===== src/design/gjs_pkg.sv =====
// shared constants, types and command/status structs of the gauss-jordan solver
`default_nettype none

package gjs_pkg;

  localparam int MAX_ORDER = 4;
  localparam int MAX_RHS   = 4;
  localparam int VAL_W     = 32;
  localparam int FRAC_W    = 16;
  localparam int IDX_W     = $clog2(MAX_ORDER);
  localparam int ACOL_W    = IDX_W + 1;
  localparam int ADDR_W    = IDX_W + ACOL_W;
  localparam int MEM_DEPTH = 2 ** ADDR_W;
  localparam int CFG_W     = 3;
  localparam int PADDR_W   = 3;
  localparam int PDATA_W   = 32;
  localparam int QUO_W     = VAL_W + 1;
  localparam int DCNT_W    = $clog2(VAL_W + 1);

  localparam logic signed [VAL_W-1:0] ONE_Q = VAL_W'(64'd1 << FRAC_W);
  localparam logic signed [VAL_W-1:0] VMAX  = {1'b0, {(VAL_W-1){1'b1}}};
  localparam logic signed [VAL_W-1:0] VMIN  = {1'b1, {(VAL_W-1){1'b0}}};
  localparam logic [2*VAL_W-1:0] HALF_Q = (2*VAL_W)'(1) << (FRAC_W - 1);

  // register index codes, taken from paddr bit 2
  localparam logic REG_SIZE = 1'b0;
  localparam logic REG_RHS  = 1'b1;

  typedef enum logic [4:0] {
    S_IDLE,
    S_SR_RD,
    S_SR_CMP,
    S_SW_RD,
    S_SW_W0,
    S_SW_W1,
    S_PV_RD,
    S_PV_CHK,
    S_DIV,
    S_OP_RD,
    S_OP_MUL,
    S_OP_RND,
    S_OP_WR,
    S_TT_RD,
    S_TT_LD,
    S_US_CHK,
    S_OUT_RD,
    S_OUT_LD,
    S_SING
  } state_e;

  typedef enum logic [1:0] {
    WS_LOAD,
    WS_RD0,
    WS_RD1,
    WS_OP
  } wsel_e;

  typedef enum logic {
    M_SCALE,
    M_ELIM
  } mode_e;

  typedef enum logic {
    PH_ROW,
    PH_COL
  } phase_e;

  typedef struct packed {
    logic              rd_en;
    logic [ADDR_W-1:0] ra0;
    logic [ADDR_W-1:0] ra1;
    logic              we;
    wsel_e             wsel;
    logic [ADDR_W-1:0] wa;
    logic              big_clr;
    logic              big_ld;
    logic              div_start;
    logic              f_ld_rd;
    logic              sub_one;
    logic              sub_zero;
    logic              op_sub;
    logic              out_ld;
    logic              out_sing;
    logic              out_kind;
    logic [IDX_W-1:0]  out_row;
    logic [IDX_W-1:0]  out_col;
    logic              out_end;
  } cmd_t;

  typedef struct packed {
    logic ge;
    logic piv_zero;
    logic div_done;
    logic out_free;
  } status_t;

endpackage

`default_nettype wire


===== src/design/gjs_if.sv =====
// request and result channel interfaces of the gauss-jordan solver
`default_nettype none

interface gjs_in_if;
  import gjs_pkg::*;
  logic                    valid;
  logic                    ready;
  logic                    func;
  logic [IDX_W-1:0]        row;
  logic [IDX_W-1:0]        col;
  logic signed [VAL_W-1:0] value;
  logic                    final_load;
  modport source (output valid, func, row, col, value, final_load, input ready);
  modport sink (input valid, func, row, col, value, final_load, output ready);
endinterface


`default_nettype wire


===== src/design/gjs_ctrl.sv =====
// controller: config registers, load handling and elimination sequencer
`default_nettype none

module gjs_ctrl (
  input  logic                         clk_i,
  input  logic                         rst_ni,
  input  logic                         psel,
  input  logic                         penable,
  input  logic                         pwrite,
  input  logic [gjs_pkg::PADDR_W-1:0]  paddr,
  input  logic [gjs_pkg::PDATA_W-1:0]  pwdata,
  output logic [gjs_pkg::PDATA_W-1:0]  prdata,
  output logic                         pready,
  gjs_in_if.sink                       req_i,
  input  gjs_pkg::status_t             status_i,
  output gjs_pkg::cmd_t                cmd_o
);
  import gjs_pkg::*;

  state_e            state_q, state_d;
  mode_e             mode_q, mode_d;
  phase_e            phase_q, phase_d;
  logic [CFG_W-1:0]  size_q, rhs_q;
  logic [IDX_W-1:0]  i_q, i_d, j_q, j_d, irow_q, irow_d, icol_q, icol_d;
  logic [IDX_W-1:0]  n1_q, n1_d, m1_q, m1_d;
  logic [ACOL_W-1:0] ac_q, ac_d, ac_next;
  logic [MAX_ORDER-1:0] used_q, used_d;
  logic [IDX_W-1:0]  row_log_q [MAX_ORDER];
  logic [IDX_W-1:0]  row_log_d [MAX_ORDER];
  logic [IDX_W-1:0]  col_log_q [MAX_ORDER];
  logic [IDX_W-1:0]  col_log_d [MAX_ORDER];
  logic [IDX_W-1:0]  rlog, clog, sel_row, sel_col, lim;
  logic [IDX_W:0]    j_first, j_nxt;
  logic              col_last, cand, take, stage_end, us_next, srch_last, cfg_wr;
  logic [ADDR_W-1:0] sw_a0, sw_a1, op_a1;

  function automatic logic [IDX_W-1:0] clamp_m1(input logic [CFG_W-1:0] v,
                                                 input logic [CFG_W-1:0] hi);
    logic [CFG_W-1:0] t;
    t = (v == '0) ? CFG_W'(1) : ((v > hi) ? hi : v);
    t = t - 1'b1;
    return t[IDX_W-1:0];
  endfunction

  // config port
  assign pready = 1'b1;
  assign cfg_wr = psel && penable && pwrite;

  always_ff @(posedge clk_i or negedge rst_ni) begin
    if (!rst_ni) begin
      size_q <= CFG_W'(MAX_ORDER);
      rhs_q  <= CFG_W'(1);
    end else if (cfg_wr) begin
      unique case (paddr[PADDR_W-1])
        REG_SIZE: size_q <= pwdata[CFG_W-1:0];
        REG_RHS:  rhs_q  <= pwdata[CFG_W-1:0];
        default:  ;
      endcase
    end
  end

  always_comb begin
    unique case (paddr[PADDR_W-1])
      REG_SIZE: prdata = PDATA_W'(size_q);
      REG_RHS:  prdata = PDATA_W'(rhs_q);
      default:  prdata = '0;
    endcase
  end

  assign req_i.ready = (state_q == S_IDLE);

  // shared sequencing helpers
  assign rlog     = row_log_q[i_q];
  assign clog     = col_log_q[i_q];
  assign col_last = ac_q[ACOL_W-1] && (ac_q[IDX_W-1:0] == m1_q);
  assign ac_next  = (!ac_q[ACOL_W-1] && (ac_q[IDX_W-1:0] == n1_q)) ?
                    {1'b1, {IDX_W{1'b0}}} : ac_q + 1'b1;
  assign j_first  = (icol_q == '0) ? (IDX_W+1)'(1) : '0;
  always_comb begin
    j_nxt = {1'b0, j_q} + 1'b1;
    if (j_nxt == {1'b0, icol_q}) begin
      j_nxt = j_nxt + 1'b1;
    end
  end
  assign cand      = !used_q[j_q] && !used_q[ac_q[IDX_W-1:0]];
  assign take      = cand && status_i.ge;
  assign sel_row   = take ? j_q : irow_q;
  assign sel_col   = take ? ac_q[IDX_W-1:0] : icol_q;
  assign srch_last = (ac_q[IDX_W-1:0] == n1_q) && (j_q == n1_q);
  assign lim       = ac_q[ACOL_W-1] ? m1_q : n1_q;

  assign sw_a0 = (phase_q == PH_ROW) ? {irow_q, ac_q} : {j_q, 1'b0, rlog};
  assign sw_a1 = (phase_q == PH_ROW) ? {icol_q, ac_q} : {j_q, 1'b0, clog};
  assign op_a1 = (mode_q == M_SCALE) ? {icol_q, ac_q} : {j_q, ac_q};

  always_ff @(posedge clk_i or negedge rst_ni) begin
    if (!rst_ni) begin
      state_q <= S_IDLE;
      mode_q  <= M_SCALE;
      phase_q <= PH_ROW;
      i_q     <= '0;
      j_q     <= '0;
      ac_q    <= '0;
      irow_q  <= '0;
      icol_q  <= '0;
      n1_q    <= '0;
      m1_q    <= '0;
      used_q  <= '0;
    end else begin
      state_q <= state_d;
      mode_q  <= mode_d;
      phase_q <= phase_d;
      i_q     <= i_d;
      j_q     <= j_d;
      ac_q    <= ac_d;
      irow_q  <= irow_d;
      icol_q  <= icol_d;
      n1_q    <= n1_d;
      m1_q    <= m1_d;
      used_q  <= used_d;
    end
  end

  always_ff @(posedge clk_i) begin
    row_log_q <= row_log_d;
    col_log_q <= col_log_d;
  end

  always_comb begin
    state_d   = state_q;
    mode_d    = mode_q;
    phase_d   = phase_q;
    i_d       = i_q;
    j_d       = j_q;
    ac_d      = ac_q;
    irow_d    = irow_q;
    icol_d    = icol_q;
    n1_d      = n1_q;
    m1_d      = m1_q;
    used_d    = used_q;
    row_log_d = row_log_q;
    col_log_d = col_log_q;
    stage_end = 1'b0;
    us_next   = 1'b0;
    cmd_o          = '0;
    cmd_o.wsel     = WS_LOAD;
    cmd_o.sub_one  = (mode_q == M_SCALE) && (ac_q == {1'b0, icol_q});
    cmd_o.sub_zero = (mode_q == M_ELIM) && (ac_q == {1'b0, icol_q});
    cmd_o.op_sub   = (mode_q == M_ELIM);

    unique case (state_q)
      S_IDLE: begin
        if (req_i.valid) begin
          cmd_o.we   = 1'b1;
          cmd_o.wsel = WS_LOAD;
          cmd_o.wa   = {req_i.row, req_i.func, req_i.col};
          if (req_i.final_load) begin
            n1_d   = clamp_m1(size_q, CFG_W'(MAX_ORDER));
            m1_d   = clamp_m1(rhs_q, CFG_W'(MAX_RHS));
            i_d    = '0;
            j_d    = '0;
            ac_d   = '0;
            used_d = '0;
            cmd_o.big_clr = 1'b1;
            state_d = S_SR_RD;
          end
        end
      end
      S_SR_RD: begin
        cmd_o.rd_en = 1'b1;
        cmd_o.ra0   = {j_q, 1'b0, ac_q[IDX_W-1:0]};
        state_d     = S_SR_CMP;
      end
      S_SR_CMP: begin
        if (take) begin
          cmd_o.big_ld = 1'b1;
          irow_d       = sel_row;
          icol_d       = sel_col;
        end
        if (srch_last) begin
          used_d[sel_col]  = 1'b1;
          row_log_d[i_q]   = sel_row;
          col_log_d[i_q]   = sel_col;
          ac_d    = '0;
          phase_d = PH_ROW;
          state_d = (sel_row != sel_col) ? S_SW_RD : S_PV_RD;
        end else if (ac_q[IDX_W-1:0] == n1_q) begin
          j_d     = j_q + 1'b1;
          ac_d    = '0;
          state_d = S_SR_RD;
        end else begin
          ac_d    = ac_q + 1'b1;
          state_d = S_SR_RD;
        end
      end
      S_SW_RD: begin
        cmd_o.rd_en = 1'b1;
        cmd_o.ra0   = sw_a0;
        cmd_o.ra1   = sw_a1;
        state_d     = S_SW_W0;
      end
      S_SW_W0: begin
        cmd_o.we   = 1'b1;
        cmd_o.wa   = sw_a0;
        cmd_o.wsel = WS_RD1;
        state_d    = S_SW_W1;
      end
      S_SW_W1: begin
        cmd_o.we   = 1'b1;
        cmd_o.wa   = sw_a1;
        cmd_o.wsel = WS_RD0;
        if (phase_q == PH_ROW) begin
          if (col_last) begin
            state_d = S_PV_RD;
          end else begin
            ac_d    = ac_next;
            state_d = S_SW_RD;
          end
        end else if (j_q == n1_q) begin
          us_next = 1'b1;
        end else begin
          j_d     = j_q + 1'b1;
          state_d = S_SW_RD;
        end
      end
      S_PV_RD: begin
        cmd_o.rd_en = 1'b1;
        cmd_o.ra0   = {icol_q, 1'b0, icol_q};
        state_d     = S_PV_CHK;
      end
      S_PV_CHK: begin
        if (status_i.piv_zero) begin
          state_d = S_SING;
        end else begin
          cmd_o.div_start = 1'b1;
          state_d = S_DIV;
        end
      end
      S_DIV: begin
        if (status_i.div_done) begin
          mode_d  = M_SCALE;
          ac_d    = '0;
          state_d = S_OP_RD;
        end
      end
      S_OP_RD: begin
        cmd_o.rd_en = 1'b1;
        cmd_o.ra0   = {icol_q, ac_q};
        cmd_o.ra1   = op_a1;
        state_d     = S_OP_MUL;
      end
      S_OP_MUL: state_d = S_OP_RND;
      S_OP_RND: state_d = S_OP_WR;
      S_OP_WR: begin
        cmd_o.we   = 1'b1;
        cmd_o.wa   = op_a1;
        cmd_o.wsel = WS_OP;
        if (!col_last) begin
          ac_d    = ac_next;
          state_d = S_OP_RD;
        end else if (mode_q == M_SCALE) begin
          if (j_first <= {1'b0, n1_q}) begin
            j_d     = j_first[IDX_W-1:0];
            state_d = S_TT_RD;
          end else begin
            stage_end = 1'b1;
          end
        end else if (j_nxt <= {1'b0, n1_q}) begin
          j_d     = j_nxt[IDX_W-1:0];
          state_d = S_TT_RD;
        end else begin
          stage_end = 1'b1;
        end
      end
      S_TT_RD: begin
        cmd_o.rd_en = 1'b1;
        cmd_o.ra0   = {j_q, 1'b0, icol_q};
        state_d     = S_TT_LD;
      end
      S_TT_LD: begin
        cmd_o.f_ld_rd = 1'b1;
        mode_d  = M_ELIM;
        ac_d    = '0;
        state_d = S_OP_RD;
      end
      S_US_CHK: begin
        if (rlog != clog) begin
          phase_d = PH_COL;
          j_d     = '0;
          state_d = S_SW_RD;
        end else begin
          us_next = 1'b1;
        end
      end
      S_OUT_RD: begin
        if (status_i.out_free) begin
          cmd_o.rd_en = 1'b1;
          cmd_o.ra0   = {j_q, ac_q};
          state_d     = S_OUT_LD;
        end
      end
      S_OUT_LD: begin
        cmd_o.out_ld   = 1'b1;
        cmd_o.out_kind = ac_q[ACOL_W-1];
        cmd_o.out_row  = j_q;
        cmd_o.out_col  = ac_q[IDX_W-1:0];
        cmd_o.out_end  = col_last && (j_q == n1_q);
        state_d        = S_OUT_RD;
        if (ac_q[IDX_W-1:0] == lim) begin
          if (j_q == n1_q) begin
            if (ac_q[ACOL_W-1]) begin
              state_d = S_IDLE;
            end else begin
              j_d  = '0;
              ac_d = {1'b1, {IDX_W{1'b0}}};
            end
          end else begin
            j_d  = j_q + 1'b1;
            ac_d = {ac_q[ACOL_W-1], {IDX_W{1'b0}}};
          end
        end else begin
          ac_d = ac_q + 1'b1;
        end
      end
      S_SING: begin
        if (status_i.out_free) begin
          cmd_o.out_ld   = 1'b1;
          cmd_o.out_sing = 1'b1;
          cmd_o.out_end  = 1'b1;
          state_d        = S_IDLE;
        end
      end
      default: state_d = S_IDLE;
    endcase

    // stage finished: next pivot search, or start undoing column swaps
    if (stage_end) begin
      if (i_q == n1_q) begin
        state_d = S_US_CHK;
      end else begin
        i_d  = i_q + 1'b1;
        j_d  = '0;
        ac_d = '0;
        cmd_o.big_clr = 1'b1;
        state_d = S_SR_RD;
      end
    end

    // column swap of one stage undone: step back or start emitting
    if (us_next) begin
      if (i_q == '0) begin
        j_d     = '0;
        ac_d    = '0;
        state_d = S_OUT_RD;
      end else begin
        i_d     = i_q - 1'b1;
        state_d = S_US_CHK;
      end
    end
  end

  a_used_grows: assert property (@(posedge clk_i) disable iff (!rst_ni)
    (state_q == S_SR_CMP && srch_last) |=>
      $countones(used_q) == $past($countones(used_q)) + 1)
    else $error("pivot column not marked used");

  a_row_swap_distinct: assert property (@(posedge clk_i) disable iff (!rst_ni)
    (state_q == S_SW_RD && phase_q == PH_ROW) |-> irow_q != icol_q)
    else $error("row swap without distinct rows");

  a_elim_not_pivot: assert property (@(posedge clk_i) disable iff (!rst_ni)
    (state_q == S_OP_WR && mode_q == M_ELIM) |-> j_q != icol_q)
    else $error("pivot row eliminated");

endmodule

`default_nettype wire


===== src/flat_wrapper.sv =====
// flat-port wrapper written by rule: the top's interface ports become plain ports
module gjs_ctrl_flat import gjs_pkg::*;
  (clk_i, rst_ni, psel, penable, pwrite, paddr, pwdata, prdata, pready, status_i, cmd_o, req_i_valid, req_i_func, req_i_row, req_i_col, req_i_value, req_i_final_load, req_i_ready);
  gjs_in_if req_i_i ();
  input  logic clk_i;
  input  logic rst_ni;
  input  logic psel;
  input  logic penable;
  input  logic pwrite;
  input  logic [gjs_pkg::PADDR_W-1:0] paddr;
  input  logic [gjs_pkg::PDATA_W-1:0] pwdata;
  output logic [gjs_pkg::PDATA_W-1:0] prdata;
  output logic pready;
  input  gjs_pkg::status_t status_i;
  output gjs_pkg::cmd_t cmd_o;
  input wire logic [$bits(req_i_i.valid)-1:0] req_i_valid;
  input wire logic [$bits(req_i_i.func)-1:0] req_i_func;
  input wire logic [$bits(req_i_i.row)-1:0] req_i_row;
  input wire logic [$bits(req_i_i.col)-1:0] req_i_col;
  input wire logic [$bits(req_i_i.value)-1:0] req_i_value;
  input wire logic [$bits(req_i_i.final_load)-1:0] req_i_final_load;
  output wire logic [$bits(req_i_i.ready)-1:0] req_i_ready;
  assign req_i_i.valid = req_i_valid;
  assign req_i_i.func = req_i_func;
  assign req_i_i.row = req_i_row;
  assign req_i_i.col = req_i_col;
  assign req_i_i.value = req_i_value;
  assign req_i_i.final_load = req_i_final_load;
  assign req_i_ready = req_i_i.ready;
  gjs_ctrl u_core (.clk_i(clk_i), .rst_ni(rst_ni), .psel(psel), .penable(penable), .pwrite(pwrite), .paddr(paddr), .pwdata(pwdata), .prdata(prdata), .pready(pready), .req_i(req_i_i), .status_i(status_i), .cmd_o(cmd_o));
endmodule

===== config.mk =====
export PLATFORM = sky130hd
export DESIGN_NAME = gjs_ctrl_flat
export DESIGN_NICKNAME = d
export VERILOG_FILES = /design/src/design/gjs_pkg.sv /design/src/design/gjs_if.sv /design/src/design/gjs_ctrl.sv /design/src/flat_wrapper.sv
export SDC_FILE = /design/constraint.sdc
export NUM_CORES = 1
export LEC_CHECK = 0
export ABC_AREA = 1
export BUFFER_PORTS_ARGS = -buffer_cell sky130_fd_sc_hd__buf_2
export CAP_MARGIN = 25
export CORE_MARGIN = 3
export CORE_UTILIZATION = 46
export DETAILED_ROUTE_END_ITERATION = 8
export PLACE_DENSITY_LB_ADDON = 0.3
export SKIP_CTS_REPAIR_TIMING = 1
export SYNTH_ARGS = -nofsm -noshare
export SYNTH_HDL_FRONTEND = slang
export SYNTH_SLANG_ARGS = --single-unit

===== constraint.sdc =====
create_clock -name clk_i -period 2.92 [get_ports clk_i]
set_clock_uncertainty 0.2 [all_clocks]
set_input_delay 0 -clock clk_i [delete_from_list [all_inputs] [get_ports clk_i]]
set_output_delay 0 -clock clk_i [all_outputs]
set_load 0.05 [all_outputs]

==> results of run 1 <==
[where the power goes]
group          total, mW  switching (mW)  internal (mW)
Sequential          1.11           0.203          0.902
Combinational       3.75            2.51           1.24
Clock              0.596           0.251          0.345
[stage by stage]
stage	power (mW)	TNS, ns	utilization (%)	setup slack, ns
global placement	4.37	0	53.5	0.0128
global route	5.84	-2.76	58.0	-0.382
finish	5.45	-0.794	58.0	-0.206
CTS	5.01	-0.892	55.2	-0.330
detailed placement	4.40	-0.379	53.5	-0.0824
floorplan	3.49	-0.0144	-	-0.0144
[worst max path at each step]
stage,start,endpoint,slack (ns)
global placement,u_core.j_q[0],u_core.ac_q[0],0.01
global route,u_core.j_q[1],cmd_o[14],-0.38
finish,u_core.j_q[1],cmd_o[14],-0.21
floorplan,u_core.j_q[0],u_core.i_q[0],-0.01
detailed placement,u_core.j_q[1],u_core.i_q[0],-0.08
CTS,u_core.j_q[1],cmd_o[14],-0.33
[layout by cell type, fill, tap and decap left out, types with 3 or more instances in the layout]
cell type      count
nand2_1          147
inv_1             69
buf_2             56
nor2_1            55
o21ai_0           50
nand3_1           38
conb_1            30
dfrtp_1           30
buf_4             29
a21oi_1           22
edfxtp_1          16
nand2_2           13
inv_2             11
nor2_2            10
dlygate4sd3_1     10
o21ai_1            8
nor3_1             8
ha_1               8
nand4_1            7
o211ai_1           7
a22oi_1            6
nor2_4             5
clkbuf_8           5
xor2_1             4
xnor2_1            4
a21oi_2            3
nand3_2            3
[Yosys cell counts (all sizes together)]
master and number:
o31ai 1, dfstp 2, dfrtp 30, xor2 5, or2 2, nand3b 1, nor3 11, and2 2
nand3 43, and3 2, a221oi 2, a31oi 2, inv 80, xnor2 5, o21ai 59, clkinv 1
clkbuf 4, nand2 162, o211ai 7, nor4 1, o2111ai 2, a22oi 6, edfxtp 16, ha 10
buf 40, a21oi 25, nor2 70, o311ai 1, nand4 7, o221ai 2, a22o 1, a32o 1
conb 2
[flip-flops by register name, summed over array words and instances, names as in the netlist]
name              count
u_core.mode_q         1
u_core.ac_q           3
u_core.m1_q           2
u_core.n1_q           2
u_core.row_log_q      8
u_core.size_q         3
u_core.i_q            2
u_core.j_q            2
u_core.icol_q         2
u_core.col_log_q      8
u_core.rhs_q          3
u_core.phase_q        1
u_core.state_q        5
u_core.irow_q         2
u_core.used_q         4
[per-layer routing]
layer	part of all wire (%)	wire length, µm	up-vias
met5	0	0	-
li1	-	-	2087
met2	46	6430	260
met4	3.4	471	0
met3	8.6	1200	43
met1	42	5790	2067
[final cells by class]
type	count	area share (%)
Tap cell	105	2.68
Clock inverter	3	1.40
Sequential cell	48	26.1
Clock buffer	5	1.40
Timing Repair Buffer	98	12.9
Multi-Input combinational cell	460	49.2
Inverter	81	6.19
[critical path, delay by kind of cell (launching register included)]
family / cells / cell delay (ns)
flip-flops: 1 / 0.47
AND/OR/NAND/NOR: 8 / 0.84
adder cells (fa/ha/maj): 2 / 0.58
buffers and inverters: 3 / 0.27
XOR/XNOR: 2 / 0.38
AO/OA/AOI/OAI: 1 / 0.07
[logic make-up after synthesis]
| kind of cell | count (synthesis) | synth area share, % |
|---|---|---|
| AO/OA/AOI/OAI | 109 | 15.2 |
| XOR/XNOR | 10 | 2.31 |
| adder cells (fa/ha/maj) | 10 | 3.03 |
| buffers and inverters | 125 | 15.0 |
| flip-flops | 48 | 31.1 |
| other | 2 | 0.182 |
| AND/OR/NAND/NOR | 301 | 33.2 |
==> results.json, run 1 <==
{
  "yosys_warnings": 0,
  "grt_max_degree": 33,
  "rr_worst_depth": 18,
  "met1_usage_pct": 36.2,
  "slowest_stage": "dfrtp_1",
  "dpl_cell_area_um2": 4530,
  "synth_area_leaders": "dfrtp_1 (18%), nand2_1 (14%), edfxtp_1 (12%)",
  "grt_util_met3_pct": 3.18,
  "min_period_ns": 3.13,
  "syn_avg_cell_area_um2": 6.82,
  "clockBufferDepth": 2,
  "grt_pass1_vias": 4184,
  "grtUsageMet2_pct": 42.9,
  "violations": "hold timing, setup timing",
  "peakVddDrop_v": 0.000562,
  "placed_cells": 776,
  "initial_core_util_pct": 48.7,
  "grt_usage_pct": 26.7,
  "drive_gt1_share_pct": 22.7,
  "hold_depth": 4,
  "cts_buffers": 5,
  "path_cells": "ha_4 -> xor2_2 -> nand3_2 -> nor2_2 -> xor2_1 -> inv_1 -> ha_4 -> inv_2 -> nor2_2 -> o21ai_1 -> nand3b_1 -> nand2_1 -> nand2_2 -> nand3_4 -> nand2_4 -> buf_8",
  "ys_types": 48,
  "slew_violations": 0,
  "final_hold_viol_count": 2,
  "busiest_layer": "met2",
  "max_cap_viol_count": 0,
  "vias": 4457,
  "maxSlewHeadroom_pct": 46.6,
  "r2r_setup_slack_ns": -0.09,
  "cpPeakStageDelay_ns": 0.47,
  "area_delta_synth_final_pct": 19.0,
  "worstPathRequired_ns": 2.72,
  "overflow": 0,
  "worstSkewPairLatency_ns": 0.32,
  "holdWs_ns": -0.00197,
  "max_freq_mhz": 320,
  "status": "complete, but fails checks",
  "rsz0062_at_grt": "yes",
  "end_kind": "output pin",
  "floorplan.die.height_um": 101,
  "synth_cells": 605,
  "antennaDiodeCount": 0,
  "register_area_um2": 1280,
  "drtAntennaViolNets": 0,
  "final-instance-count-excl-fill": 800,
  "finalSetupViolCount": 11,
  "post_drt_wl_per_cell_um": 17.4,
  "gp_congestion": 1.04,
  "tightest_slew_ns": 0.801,
  "cp-start-kind": "register",
  "pwr_density_cell_nw_per_um2": 1110,
  "hpwl_um": 10500,
  "fillCellCount": 801,
  "yosys.area.top_type": "dfrtp_1",
  "drc_errors": 0,
  "p_leak_nw": 2.46,
  "r2r_start": "u_core.j_q[1]",
  "synth_area_um2": 4130,
  "post-route-period-util_pct": 107,
  "synth_seq_area_share_pct": 31.1,
  "detail_route.vias_per_cell": 5.57,
  "drt-total-wl_um": 13900,
  "yosysTopAreaCellShare_pct": 18.2,
  "path_class": "reg -> out",
  "antenna_found_initial": 0,
  "core-area_um2": 8460,
  "worst_slack_ns": -0.206,
  "clockRootBuffer": "clkbuf_8",
  "hp-start": "penable",
  "crit_arrival_ns": 2.93,
  "fp.dieW_um": 101,
  "cp_max_fo": 4,
  "ys_seq_elements": 48,
  "multi_input_comb_area_um2": 2420,
  "rr_endpoint": "u_core.state_q[3]",
  "cts_max_level": 2,
  "numPortBuffers": 57,
  "dieArea_um2": 10100,
  "hold_class": "in -> reg",
  "rows": 33,
  "drt_iter0_markers": 343,
  "num-nets-final": 787,
  "cts_tree": "built",
  "pin_count": 151,
  "path_clk_slew_ns": 0.10,
  "holdPathEnd": "u_core.rhs_q[2]",
  "cts_sinks": 48,
  "design_area_um2": 4910,
  "first_pass_iters": 5,
  "grt_pass1_wl_um": 21300
}
No activity file was read; power rests on OpenSTA's default activity.
==> inputs of run 2 (changes only) <==
--- a/config.mk
+++ b/config.mk
@@ -8,7 +8,7 @@
 export ABC_AREA = 1
 export BUFFER_PORTS_ARGS = -buffer_cell sky130_fd_sc_hd__buf_2
 export CAP_MARGIN = 25
-export CORE_MARGIN = 3
+export CORE_ASPECT_RATIO = 1.25
 export CORE_UTILIZATION = 46
 export DETAILED_ROUTE_END_ITERATION = 8
 export PLACE_DENSITY_LB_ADDON = 0.3
==> constraint.sdc (replaced) <==
create_clock -name clk_i -period 2.6 [get_ports clk_i]
set_clock_uncertainty 0.2 [all_clocks]
set_input_delay 0 -clock clk_i [delete_from_list [all_inputs] [get_ports clk_i]]
set_output_delay 0 -clock clk_i [all_outputs]
set_load 0.05 [all_outputs]
==> results.json, run 2 (same netlist as run 1, synthesis figures left out) <==
{
  "clockBufferDepth": 2,
  "tns_ns": -3.95,
  "place_ws_ns": -0.462,
  "final_common_cell": "nand2_1",
  "rr_worst_depth": 18,
  "r2r_start": "u_core.j_q[0]",
  "rsz0062_at_grt": "yes",
  "floorplan.die.height_um": 108,
  "overflow": 0,
  "switching_power_mw": 3.23,
  "status": "complete, but fails checks",
  "fin_util_pct": 56.4,
  "post_drt_wl_per_cell_um": 15.5,
  "min_period_ns": 3.12,
  "fp.dieW_um": 86.7,
  "path_clk_slew_ns": 0.10,
  "end_kind": "output pin",
  "cp-start-kind": "register",
  "hold_class": "in -> reg",
  "holdWs_ns": -0.0849,
  "pwr-share-seq_pct": 20.4,
  "worstSkewPairLatency_ns": 0.31,
  "vias": 4451,
  "pwr_density_cell_nw_per_um2": 1210,
  "post-route-period-util_pct": 120,
  "max_freq_mhz": 321,
  "drive_gt1_share_pct": 23.1,
  "finalSetupViolCount": 11,
  "drt-total-wl_um": 12700,
  "rows": 38,
  "worstPathRequired_ns": 2.40,
  "detail_route.vias_per_cell": 5.44,
  "area_delta_synth_final_pct": 19.0,
  "tightest_slew_ns": 0.779,
  "crit_start": "u_core.j_q[0]",
  "peakVddDrop_v": 0.000680,
  "maxSlewHeadroom_pct": 48.1,
  "gp_congestion": 0.976,
  "r2r_setup_slack_ns": -0.41,
  "pin_count": 151,
  "drtAntennaViolNets": 0,
  "combinationalPowerShare_pct": 70.2,
  "max_cap_viol_count": 0,
  "drt_iter0_markers": 406,
  "cp_max_fo": 4,
  "path_class": "reg -> out",
  "final_hold_viol_count": 4,
  "grt_pass1_wl_um": 19700,
  "hpwl_um": 9810,
  "clockRootBuffer": "clkbuf_8",
  "largestRegisters": "u_core.col_log_q x8, u_core.row_log_q x8, u_core.state_q x5",
  "switching_share_pct": 54.5,
  "p_total_mw": 5.93,
  "num-nets-final": 790,
  "cts_sinks": 48,
  "clkPwrFrac_pct": 9.5,
  "grt_pass1_vias": 4177,
  "first_pass_iters": 5,
  "cts_max_level": 2,
  "cts_tree": "built",
  "antenna_found_initial": 0,
  "drc_errors": 0,
  "slew_violations": 0,
  "mostFrequentLayoutCells": "nand2_1 (149), inv_1 (70), buf_2 (56)",
  "grt_usage_pct": 27.5,
  "worst_slack_ns": -0.517,
  "p_int_mw": 2.70,
  "numPortBuffers": 57,
  "initial_core_util_pct": 47.4,
  "crit_end": "cmd_o[14]",
  "p_leak_nw": 2.47,
  "rr_endpoint": "u_core.j_q[1]",
  "core-area_um2": 8700,
  "crit_arrival_ns": 2.92,
  "grt_max_degree": 33,
  "cts_buffers": 5,
  "violations": "hold timing, setup timing",
  "dieArea_um2": 9350,
  "antennaDiodeCount": 0
}
[run 2: cell count changes in the layout (fill, tap and decap cells not counted), sizes merged]
cell	before	now
dlygate4sd3	10	8
buf	88	93
clkinvlp	0	1
bufinv	2	1
[run 2: through the flow]
stage | hold slack (ns) | instances | area, µm²
finish | -0.0849 | 818 | 4910
global route | 0.00825 | 818 | 4910
CTS | -0.433 | 804 | 4710
detailed placement | -0.0850 | 796 | 4600
global placement | -0.100 | 796 | 4600
floorplan | -0.496 | 633 | 4260
[run 2: routing by layer]
metal | GRT usage (%) | wire (µm) | vias to the layer above
met3 | 3.53 | 907 | 49
li1 | - | - | 2097
met1 | 32.6 | 4880 | 2048
met4 | 17.1 | 656 | 0
met2 | 46.9 | 6240 | 257
met5 | 0 | 0 | -
[run 2: power groups by stage]
stage | clock (mW) | sequential [mW] | combinational (mW)
final | 0.560 | 1.21 | 4.16
after global routing | 0.602 | 1.23 | 4.50
after CTS | 0.577 | 1.19 | 3.77
after detailed placement | 0 | 1.21 | 3.75
after global placement | 0 | 1.20 | 3.65
after floorplan | 0 | 1.18 | 2.76
[run 2: worst min-delay path by stage]
| stage | depth (start not counted) | from | slack (ns) | endpoint |
|---|---|---|---|---|
| floorplan | 0 | rst_ni | -0.50 | u_core.ac_q[0] |
| global placement | 1 | rst_ni | -0.10 | u_core.mode_q |
| detailed placement | 1 | rst_ni | -0.09 | u_core.mode_q |
| CTS | 1 | rst_ni | -0.43 | u_core.mode_q |
| global route | 3 | paddr[2] | 0.008 | u_core.rhs_q[2] |
| finish | 4 | paddr[2] | -0.08 | u_core.size_q[2] |
[run 2: layout make-up]
cell class | count | area [µm²]
Sequential cell | 48 | 1280
Multi-Input combinational cell | 460 | 2410
Fill cell | 813 | 3790
Tap cell | 120 | 150
Timing Repair Buffer | 101 | 646
Clock buffer | 5 | 68.8
Inverter | 81 | 304
Clock inverter | 3 | 46.3
[run 2: worst max-delay path, stage by stage (launching register included)]
cell and delay [ns]:
dfrtp_1 0.41, inv_2 0.07, ha_4 0.30, xor2_4 0.17
nand3_2 0.10, buf_4 0.15, buf_4 0.12, xor2_1 0.20
ha_1 0.28, nand2_1 0.07, o21ai_1 0.06, nand3b_1 0.10
nand2_1 0.07, nand2_2 0.12, nand3_4 0.12, nand2_4 0.10
buf_8 0.15
==> inputs of run 3 (changes only) <==
--- a/config.mk
+++ b/config.mk
@@ -11,6 +11,7 @@
 export CORE_ASPECT_RATIO = 1.25
 export CORE_UTILIZATION = 46
 export DETAILED_ROUTE_END_ITERATION = 8
+export HOLD_SLACK_MARGIN = 0.05
 export PLACE_DENSITY_LB_ADDON = 0.3
 export SKIP_CTS_REPAIR_TIMING = 1
 export SYNTH_ARGS = -nofsm -noshare
==> results.json, run 3 (same netlist as run 1, synthesis figures left out) <==
{
  "status": "complete, but fails checks",
  "violations": "setup timing",
  "multi_input_comb_area_um2": 2410,
  "rsz0062_at_grt": "yes",
  "wl_met3_um": 938,
  "drive_gt1_share_pct": 23.0,
  "overflow": 0,
  "fin_util_pct": 56.8,
  "grt_max_degree": 33,
  "detail_route.vias_per_cell": 5.39,
  "path_class": "reg -> out",
  "worst_slack_ns": -0.505,
  "num-nets-final": 793,
  "hold_class": "in -> reg",
  "hp-start": "penable",
  "max_freq_mhz": 322,
  "path_clk_slew_ns": 0.10,
  "dieArea_um2": 9350,
  "cts_max_level": 2,
  "cpPeakStageDelay_ns": 0.41,
  "slowest_stage": "dfrtp_1",
  "hpwl_um": 9810,
  "design_area_um2": 4940,
  "tns_ns": -3.88,
  "crit_arrival_ns": 2.90,
  "grt_pass1_wl_um": 19700,
  "clockBufferDepth": 2,
  "place_ws_ns": -0.462,
  "gp_congestion": 0.976,
  "register_area_um2": 1280,
  "dpl_cell_area_um2": 4600,
  "vias": 4426,
  "antennaDiodeCount": 0,
  "maxSlewHeadroom_pct": 48.8,
  "wl_met1_um": 4840,
  "finalSetupViolCount": 11,
  "first_pass_iters": 6,
  "path_cells": "inv_2 -> ha_4 -> xor2_4 -> nand3_2 -> buf_4 -> buf_4 -> xor2_1 -> ha_1 -> nand2_1 -> o21ai_1 -> nand3b_1 -> nand2_1 -> nand2_2 -> nand3_4 -> nand2_4 -> buf_8",
  "initial_core_util_pct": 47.4,
  "min_period_ns": 3.10,
  "final_common_cell": "nand2_1",
  "p_total_mw": 5.93,
  "final_hold_viol_count": 0,
  "largestRegisters": "u_core.col_log_q x8, u_core.row_log_q x8, u_core.state_q x5",
  "grt_pass1_vias": 4177,
  "r2r_start": "u_core.j_q[0]",
  "end_kind": "output pin",
  "fillCellCount": 810,
  "drtAntennaViolNets": 0,
  "wl_met2_um": 6260,
  "core-area_um2": 8700,
  "tightest_slew_ns": 0.768,
  "rows": 38,
  "drt_iter0_markers": 405,
  "worstSkewPairLatency_ns": 0.31,
  "cp-start-kind": "register",
  "mostFrequentLayoutCells": "nand2_1 (149), inv_1 (70), buf_2 (56)",
  "cts_tree": "built",
  "post-route-period-util_pct": 119,
  "grt_usage_pct": 27.5,
  "fp.dieW_um": 86.7,
  "cp_max_fo": 4,
  "cts_sinks": 48,
  "crit_start": "u_core.j_q[0]",
  "cts_buffers": 5,
  "post_drt_wl_per_cell_um": 15.4,
  "p_leak_nw": 2.48,
  "clockRootBuffer": "clkbuf_8",
  "drc_errors": 0,
  "max_cap_viol_count": 0,
  "worstPathRequired_ns": 2.40,
  "peakVddDrop_v": 0.000680,
  "slew_violations": 0,
  "numPortBuffers": 57,
  "top_layer_used": "met4",
  "antenna_found_initial": 0,
  "area_delta_synth_final_pct": 19.8,
  "pin_count": 151,
  "drt-total-wl_um": 12700,
  "floorplan.die.height_um": 108,
  "pwr_density_cell_nw_per_um2": 1200
}
==> run 3: where the power goes <==
part           switching [mW]  internal [mW]
registers               0.195           1.01
clock network           0.270          0.290
logic                    2.76           1.40
total                    3.23           2.70
==> run 3: routing by layer <==
metal	vias to the layer above	GRT usage, %
met1	2016	32.6
met3	52	3.53
met4	0	17.1
met5	-	0
met2	260	46.9
li1	2098	-
==> run 3: worst paths after layout <==
path	endpoint	slack [ns]	cells past startpoint
max in group asynchronous	u_core.used_q[2]	1.61	2
max reg2reg	u_core.j_q[1]	-0.39	18
max	cmd_o[14]	-0.50	16
min in group asynchronous	u_core.mode_q	0.08	2
min	u_core.size_q[1]	0.0002	4
min reg2reg	u_core.size_q[1]	0.30	2
==> run 3: per-stage QoR <==
step / instances / hold WS (ns)
2_1_floorplan: 633 / -0.496
3_3_place_gp: 796 / -0.100
3_5_place_dp: 796 / -0.0850
4_1_cts: 804 / -0.433
5_1_grt: 821 / 0.0752
6_report: 821 / 0.000162
==> run 3: final cells by class <==
type / instances / area share (%)
Inverter: 81 / 6.15
Tap cell: 120 / 3.04
Sequential cell: 48 / 26.0
Clock buffer: 5 / 1.39
Timing Repair Buffer: 104 / 13.7
Clock inverter: 3 / 0.937
Multi-Input combinational cell: 460 / 48.8
==> run 3: worst max-delay path: cells and delay by family (launching register included) <==
| family | cells | cell delay (ns) |
|---|---|---|
| AO/OA/AOI/OAI | 1 | 0.06 |
| XOR/XNOR | 2 | 0.36 |
| adder cells (fa/ha/maj) | 2 | 0.58 |
| buffers and inverters | 4 | 0.49 |
| flip-flops | 1 | 0.41 |
| AND/OR/NAND/NOR | 7 | 0.68 |
